--- config.mk ---
export PLATFORM = sky130hd
export DESIGN_NAME = hmac_round
export DESIGN_NICKNAME = d
export VERILOG_FILES = /design/src/hmac_pkg.sv /design/src/hmac_round.sv
export SDC_FILE = /design/constraint.sdc
export NUM_CORES = 2
export LEC_CHECK = 0
export ABC_AREA = 1
export BUFFER_PORTS_ARGS = -buffer_cell sky130_fd_sc_hd__buf_2
export CAP_MARGIN = 20
export CORE_MARGIN = 2
export CORE_UTILIZATION = 25
export CTS_CLUSTER_DIAMETER = 200
export DETAILED_ROUTE_END_ITERATION = 10
export PLACE_DENSITY = 0.47
export SYNTH_ARGS = -nofsm -noshare
export SYNTH_HDL_FRONTEND = slang
export SYNTH_SLANG_ARGS = --single-unit
--- constraint.sdc ---
create_clock -name clk -period 104.3 [get_ports clk]
set_input_delay 15.645 -clock clk [delete_from_list [all_inputs] [get_ports clk]]
set_output_delay 15.645 -clock clk [all_outputs]
set_load 0.05 [all_outputs]
--- src/hmac_pkg.sv ---
// ============================================================================
// hmac_pkg: shared types and constants for the HMAC-SHA256 engine
// Holds the SHA-256 round constants, initial value and the round-unit
// control and status structs.
// ============================================================================
package hmac_pkg;

  localparam int          BLOCK_BYTES = 64;
  localparam int unsigned WORD_W = 32;
  localparam logic [31:0] IPAD   = 32'h36363636;
  localparam logic [31:0] OPAD   = 32'h5c5c5c5c;
  localparam logic [31:0] PAD_WORD = 32'h80000000;
  localparam logic [31:0] OUTER_LEN = 32'd768;

  typedef logic [31:0] word_t;

  typedef struct packed {
    logic start;     // load chain into working vars, begin 64 rounds
  } cmp_ctl_t;

  typedef struct packed {
    logic busy;
    logic done;      // one-cycle pulse, chain updated
  } cmp_sts_t;

  function automatic word_t iv_word(input logic [2:0] i);
    word_t r;
    case (i)
      3'd0: r = 32'h6a09e667;
      3'd1: r = 32'hbb67ae85;
      3'd2: r = 32'h3c6ef372;
      3'd3: r = 32'ha54ff53a;
      3'd4: r = 32'h510e527f;
      3'd5: r = 32'h9b05688c;
      3'd6: r = 32'h1f83d9ab;
      default: r = 32'h5be0cd19;
    endcase
    return r;
  endfunction

  function automatic word_t round_k(input logic [5:0] i);
    word_t r;
    case (i)
      6'd0: r = 32'h428a2f98; 6'd1: r = 32'h71374491; 6'd2: r = 32'hb5c0fbcf;
      6'd3: r = 32'he9b5dba5; 6'd4: r = 32'h3956c25b; 6'd5: r = 32'h59f111f1;
      6'd6: r = 32'h923f82a4; 6'd7: r = 32'hab1c5ed5; 6'd8: r = 32'hd807aa98;
      6'd9: r = 32'h12835b01; 6'd10: r = 32'h243185be; 6'd11: r = 32'h550c7dc3;
      6'd12: r = 32'h72be5d74; 6'd13: r = 32'h80deb1fe; 6'd14: r = 32'h9bdc06a7;
      6'd15: r = 32'hc19bf174; 6'd16: r = 32'he49b69c1; 6'd17: r = 32'hefbe4786;
      6'd18: r = 32'h0fc19dc6; 6'd19: r = 32'h240ca1cc; 6'd20: r = 32'h2de92c6f;
      6'd21: r = 32'h4a7484aa; 6'd22: r = 32'h5cb0a9dc; 6'd23: r = 32'h76f988da;
      6'd24: r = 32'h983e5152; 6'd25: r = 32'ha831c66d; 6'd26: r = 32'hb00327c8;
      6'd27: r = 32'hbf597fc7; 6'd28: r = 32'hc6e00bf3; 6'd29: r = 32'hd5a79147;
      6'd30: r = 32'h06ca6351; 6'd31: r = 32'h14292967; 6'd32: r = 32'h27b70a85;
      6'd33: r = 32'h2e1b2138; 6'd34: r = 32'h4d2c6dfc; 6'd35: r = 32'h53380d13;
      6'd36: r = 32'h650a7354; 6'd37: r = 32'h766a0abb; 6'd38: r = 32'h81c2c92e;
      6'd39: r = 32'h92722c85; 6'd40: r = 32'ha2bfe8a1; 6'd41: r = 32'ha81a664b;
      6'd42: r = 32'hc24b8b70; 6'd43: r = 32'hc76c51a3; 6'd44: r = 32'hd192e819;
      6'd45: r = 32'hd6990624; 6'd46: r = 32'hf40e3585; 6'd47: r = 32'h106aa070;
      6'd48: r = 32'h19a4c116; 6'd49: r = 32'h1e376c08; 6'd50: r = 32'h2748774c;
      6'd51: r = 32'h34b0bcb5; 6'd52: r = 32'h391c0cb3; 6'd53: r = 32'h4ed8aa4a;
      6'd54: r = 32'h5b9cca4f; 6'd55: r = 32'h682e6ff3; 6'd56: r = 32'h748f82ee;
      6'd57: r = 32'h78a5636f; 6'd58: r = 32'h84c87814; 6'd59: r = 32'h8cc70208;
      6'd60: r = 32'h90befffa; 6'd61: r = 32'ha4506ceb; 6'd62: r = 32'hbef9a3f7;
      default: r = 32'hc67178f2;
    endcase
    return r;
  endfunction

  function automatic word_t rotr(input word_t x, input int unsigned n);
    return (x >> n) | (x << (32 - n));
  endfunction

endpackage

--- src/hmac_round.sv ---
// ============================================================================
// hmac_round: iterative SHA-256 compression unit
// One round per cycle over a 16-word rolling schedule; adds the working
// variables back into the chain after round 63.
// ============================================================================
module hmac_round import hmac_pkg::*; (
  input  logic           clk,
  input  logic           rst_n,
  input  cmp_ctl_t       ctl,
  input  word_t [15:0]   blk,
  input  word_t [7:0]    chain_in,
  output word_t [7:0]    chain_out,
  output cmp_sts_t       sts
);

  word_t [15:0] w_r;
  word_t [7:0]  v_r;
  word_t [7:0]  base_r;
  logic [5:0]   rnd_r;
  logic         busy_r;
  logic         done_r;

  word_t s0, s1, w_new, t1, t2, e, a;

  always_comb begin
    s0 = rotr(w_r[1], 7) ^ rotr(w_r[1], 18) ^ (w_r[1] >> 3);
    s1 = rotr(w_r[14], 17) ^ rotr(w_r[14], 19) ^ (w_r[14] >> 10);
    w_new = s1 + w_r[9] + s0 + w_r[0];
    e = v_r[4];
    a = v_r[0];
    t1 = v_r[7] + (rotr(e, 6) ^ rotr(e, 11) ^ rotr(e, 25))
       + ((e & v_r[5]) ^ (~e & v_r[6])) + round_k(rnd_r) + w_r[0];
    t2 = (rotr(a, 2) ^ rotr(a, 13) ^ rotr(a, 22))
       + ((a & v_r[1]) ^ (a & v_r[2]) ^ (v_r[1] & v_r[2]));
  end

  always_ff @(posedge clk) begin
    if (!rst_n) begin
      busy_r <= 1'b0;
      done_r <= 1'b0;
      rnd_r  <= '0;
    end else begin
      done_r <= 1'b0;
      if (ctl.start && !busy_r) begin
        busy_r <= 1'b1;
        rnd_r  <= '0;
        w_r    <= blk;
        v_r    <= chain_in;
        base_r <= chain_in;
      end else if (busy_r) begin
        // advance schedule window and working variables
        w_r <= {w_new, w_r[15:1]};
        v_r <= {v_r[6:4], v_r[3] + t1, v_r[2:0], t1 + t2};
        rnd_r <= rnd_r + 6'd1;
        if (rnd_r == 6'd63) begin
          busy_r <= 1'b0;
          done_r <= 1'b1;
        end
      end
    end
  end

  always_comb begin
    for (int i = 0; i < 8; i++) chain_out[i] = base_r[i] + v_r[i];
  end

  assign sts.busy = busy_r;
  assign sts.done = done_r;

endmodule

# Yosys cells after proc, flatten, opt, wreduce, memory -nomap -nowiden
# Memories as Yosys holds them, arrays and structs flattened. A register that Yosys moved wholly into a read port is not among the register bits.
# Index checks and enable logic that the tools add are counted.
word_totals:
  input_bits: 771
  output_inout_bits: 258
  ram_bits: 0
  word_cells: 102
  register_bits: 1032
  latch_bits: 0
  n_memories: 1
  rom_bits: 2048
memory_table:
  columns: ["memory", "depth", "width", "rd", "rd_ports_with_merged_regs", "write_ports", "line_no", "rtl"]
  rows:
  - ["(no name shown)", 64, 32, 1, 1, 0, "hmac_pkg.sv:43", "case (i)"]
op_classes:
  bitwise: 29
  n_div: 0
  n_lt_le_gt_ge: 0
  add_sub_neg: 19
  n_reduce_logical: 7
  n_eq_ne: 1
  mul: 0
  muxes: 10
  shifts: 0
ops:
  columns: ["cell", "count"]
  rows:
  - ["2-to-1 mux 512 bit", 2]
  - ["adder 32 bit", 18]
  - ["2-to-1 mux 256 bit", 2]
  - ["XOR 32 bit", 9]
  - ["AND 32 bit", 5]
  - ["inverter 32 bit", 1]
  - ["bitwise OR 10 x 32 -> 32 bit", 1]
  - ["bitwise OR 13 x 32 -> 32 bit", 1]
  - ["bitwise OR 14 x 32 -> 32 bit", 1]
  - ["bitwise OR 15 x 32 -> 32 bit", 1]
  - ["bitwise OR 19 x 32 -> 32 bit", 1]
  - ["bitwise OR 21 x 32 -> 32 bit", 1]
  - ["bitwise OR 25 x 32 -> 32 bit", 1]
  - ["bitwise OR 26 x 32 -> 32 bit", 1]
  - ["bitwise OR 30 x 32 -> 32 bit", 1]
  - ["bitwise OR 7 x 32 -> 32 bit", 1]
  - ["XOR 32 x 22 -> 32 bit", 1]
  - ["XOR 32 x 29 -> 32 bit", 1]
  - ["2-to-1 mux 6 bit", 2]
  - ["adder 6 x 1 -> 6 bit (second input constant)", 1]
  - ["equality test 6 bit (second input constant)", 1]
  - ["2-to-1 mux 1 bit", 4]
  - ["AND reduction 2 bit", 2]
  - ["OR reduction 3 bit", 1]
  - ["other kinds (5)", 6]

# Logic depth before layout (Yosys ltp)
depth:
  depth_word: 10
  ltp_mapped: 37

# Least setup slack after synthesis
# OpenSTA, ideal clock, no wires.
synth_path:
  path_kind: "in2reg"
  from: "input port rst_n"
  to: "register v_r (netlist bit a[0]), enable pin"
  path_buffers: 0
  arrival_ns: 52.560
  path_stages: 2
  setup_time_ns: 2.163
  required_ns: 102.137
  setup_slack_ns: 49.577
  cell_sequence: "inv_1 -> a21oi_1"
synth_via:
  elab_chain_len: 1
synth_lines:
  columns: ["element", "line_no", "rtl"]
  rows:
  - ["start: declaration", "hmac_round.sv:8", "input logic rst_n,"]
  - ["AND reduction 2 bit (no line)", null, null]
  - ["end signal: assignment", "hmac_round.sv:48", "v_r <= chain_in;"]
  - ["end signal: assignment", "hmac_round.sv:53", "v_r <= {v_r[6:4], v_r[3] + t1, v_r[2:0], t1 + t2};"]
  - ["end: declaration", "hmac_round.sv:17", "word_t [7:0] v_r;"]
# Every way passes these cells.
# A chain may end at the register's enable or synchronous reset.

==> flow_summary.json <==
{
  "synth_cell_type_count": 52,
  "crit_buf_inv": 3,
  "worstSetupStartpoint": "e[0]",
  "cts_inserted_buffers": 145,
  "portBuffers": 1028,
  "synthTopCellsByArea": "edfxtp_1 (42%), nand2_1 (16%), ha_1 (6.7%), fa_1 (5.4%), inv_1 (5.2%)",
  "cp_top_family": "compound AO/OA/AOI/OAI gates",
  "worstSetupPathDepth": 10,
  "r2r-start": "e[7]",
  "cts_hold_buffers": 0,
  "cts_tree": "built",
  "cpMaxStageDelayCell": "edfxtp_1",
  "cp-start-kind": "flip-flop",
  "cp-endpoint": "chain_out[148]",
  "hold_depth": 2,
  "drtAntennaViolNets": 0,
  "hp-class": "reg -> reg",
  "maxSlewHeadroom": 0.232,
  "worstSetupPathType": "reg -> out",
  "synth_mux_area_frac": 0.000138,
  "netlist.area_leader.share": 0.423,
  "ys.flop_type": "edfxtp_1",
  "period_needed_ns": 20.18,
  "nets": 11000,
  "r2r_cells": 28,
  "drv_cap": 0,
  "grt_max_degree": 221,
  "synth_top_family_by_area": "simple AND/OR/NAND/NOR gates",
  "status": "complete, no violations",
  "hpwl_um": 301000,
  "synth-seq-cells": 1064,
  "cts_setup_buffers": 0,
  "rows": 198,
  "dr.pass1.iters": 6,
  "drv_slew": 0,
  "viasPerCell": 4.78,
  "gp_congestion": 0.927,
  "via_count": 65300,
  "drc": 0,
  "synthAdderAreaFrac": 0.121,
  "track_usage": 0.238,
  "yosysMostFrequentCell": "nand2_1",
  "worstHoldStart": "w_r[333]",
  "critical-path-max-stage-delay_ns": 0.75,
  "tns_ns": 0,
  "design.die.area_um2": 295000,
  "finalSetupViolCount": 0,
  "grt-ovfl-total": 0,
  "period_share": 0.193,
  "synth_xor_area_frac": 0.0644,
  "ys.warnings.count": 0,
  "grt_pass1_vias": 64200,
  "path_cells": "ha_1 > inv_1 > fa_1 > o21ai_0 > inv_1 > o211ai_1 > a21boi_0 > o21ai_0 > xor2_1 > buf_2",
  "area_growth_pct": 19.3,
  "syn-num-nets": 10000,
  "fill_cells": 31300,
  "grt_pass1_wl_um": 498000,
  "rsz0062_at_grt": "false",
  "synth_area_um2": 72700,
  "yosys.area_share.simple": 0.218,
  "synth_compound_area_frac": 0.0952,
  "cts_resized": 0,
  "synthArstFlopShare": 0,
  "r2r_setup_slack_ns": 96.47,
  "ys_top_cells_by_count": "nand2_1 (3,083), edfxtp_1 (1,024), inv_1 (1,001)",
  "avgSynthCellArea_um2": 8.38,
  "hold_violations": 0,
  "rr_endpoint": "a[31]",
  "layout-drive-gt1-share": 0.134,
  "seq_area_um2": 31600,
  "worst_pin_slew_ns": 1.15,
  "finClkSkew_ns": 0.0661,
  "cp_max_fo": 7,
  "synth_edf_count": 1024,
  "cts_max_path_buffers": 4,
  "max_clock_freq_ghz": 0.0496,
  "drt_iter0_drc": 6436,
  "numClockSinks": 1064,
  "clk_pin_slew_ns": 0.06,
  "start_util": 0.251,
  "core_um2": 290000,
  "end_kind": "output port",
  "routedWlPerCell_um": 26.6,
  "cts_root_buf": "clkbuf_16",
  "arrival_ns": 4.53,
  "die_h_um": 543,
  "synthCells": 8681,
  "required_ns": 88.65,
  "multiInputGateArea_um2": 36300,
  "die_width_um": 543,
  "synth_area_leader_cell": "edfxtp_1",
  "clock_latency_ns": 0.83,
  "io_pins": 1029,
  "h-tree-depth": 4,
  "grt_antenna_before_repair": 86,
  "yosysSeqAreaShare": 0.434,
  "wirelength_um": 364000
}
-- metrics by stage --
step	instances	setup WS (ns)	cell area, µm²	util	hold slack [ns]
finish	13700	84.12	86800	0.299	0.467
global route	13600	83.92	86700	0.299	0.499
CTS	13600	84.08	86600	0.299	0.476
detailed placement	13400	83.76	82100	0.283	0.494
global placement	13400	83.81	82100	0.283	0.494
floorplan	8681	49.58	72700	-	0.476
-- placed cells by master (no fill, tap or decap), drive strengths merged, types with 214 or more instances in the layout --
master  instances
nor2          406
o21ai         497
buf          1071
inv          1018
edfxtp       1024
nand2        3084
a21oi         382
xnor2         214
nand3         305
ha            390
xor2          320
-- worst min path at each step --
stage,slack (ns),end
floorplan,0.48,done_r
global placement,0.49,w_r[40]
detailed placement,0.49,w_r[366]
CTS,0.48,w_r[301]
global route,0.50,w_r[299]
finish,0.47,w_r[301]
-- tightest hold or removal path: stages (launching register included) --
cell,delay [ns]
edfxtp_1,0.31
nand2_1,0.05
nand2_1,0.04
-- layout make-up --
cell class	instances	area share
Tap cell	3900	0.0562
Clock buffer	180	0.0443
Timing Repair Buffer	1071	0.0637
Clock inverter	72	0.00847
Antenna cell	38	0.00110
Sequential cell	1064	0.364
Multi-Input combinational cell	6335	0.419
Inverter	1011	0.0438
-- layer usage --
layer | vias to the layer above | wire (µm) | track usage
met5 | - | 344 | 0
met4 | 52 | 9990 | 0.0620
met3 | 411 | 24400 | 0.0391
met2 | 2415 | 153000 | 0.354
met1 | 32000 | 176000 | 0.354
li1 | 30400 | - | -
-- sequential cells by signal, summed over array words and instances (netlist names), named ones only --
signal and flops:
a 32, base_r 256, busy_r 1, done_r 1
e 32, rnd_r 6, v_r 192, w_r 512
-- cell families after synthesis --
| logic type | Yosys count |
|---|---|
| AO/OA/AOI/OAI | 1216 |
| XOR/XNOR | 534 |
| adder cells (fa/ha/maj) | 587 |
| buffers and inverters | 1282 |
| flip-flops | 1064 |
| multiplexers | 1 |
| AND/OR/NAND/NOR | 3997 |
Power is not shown: default switching activity piles up to over one toggle a cycle in this logic, so the estimate is an artifact.
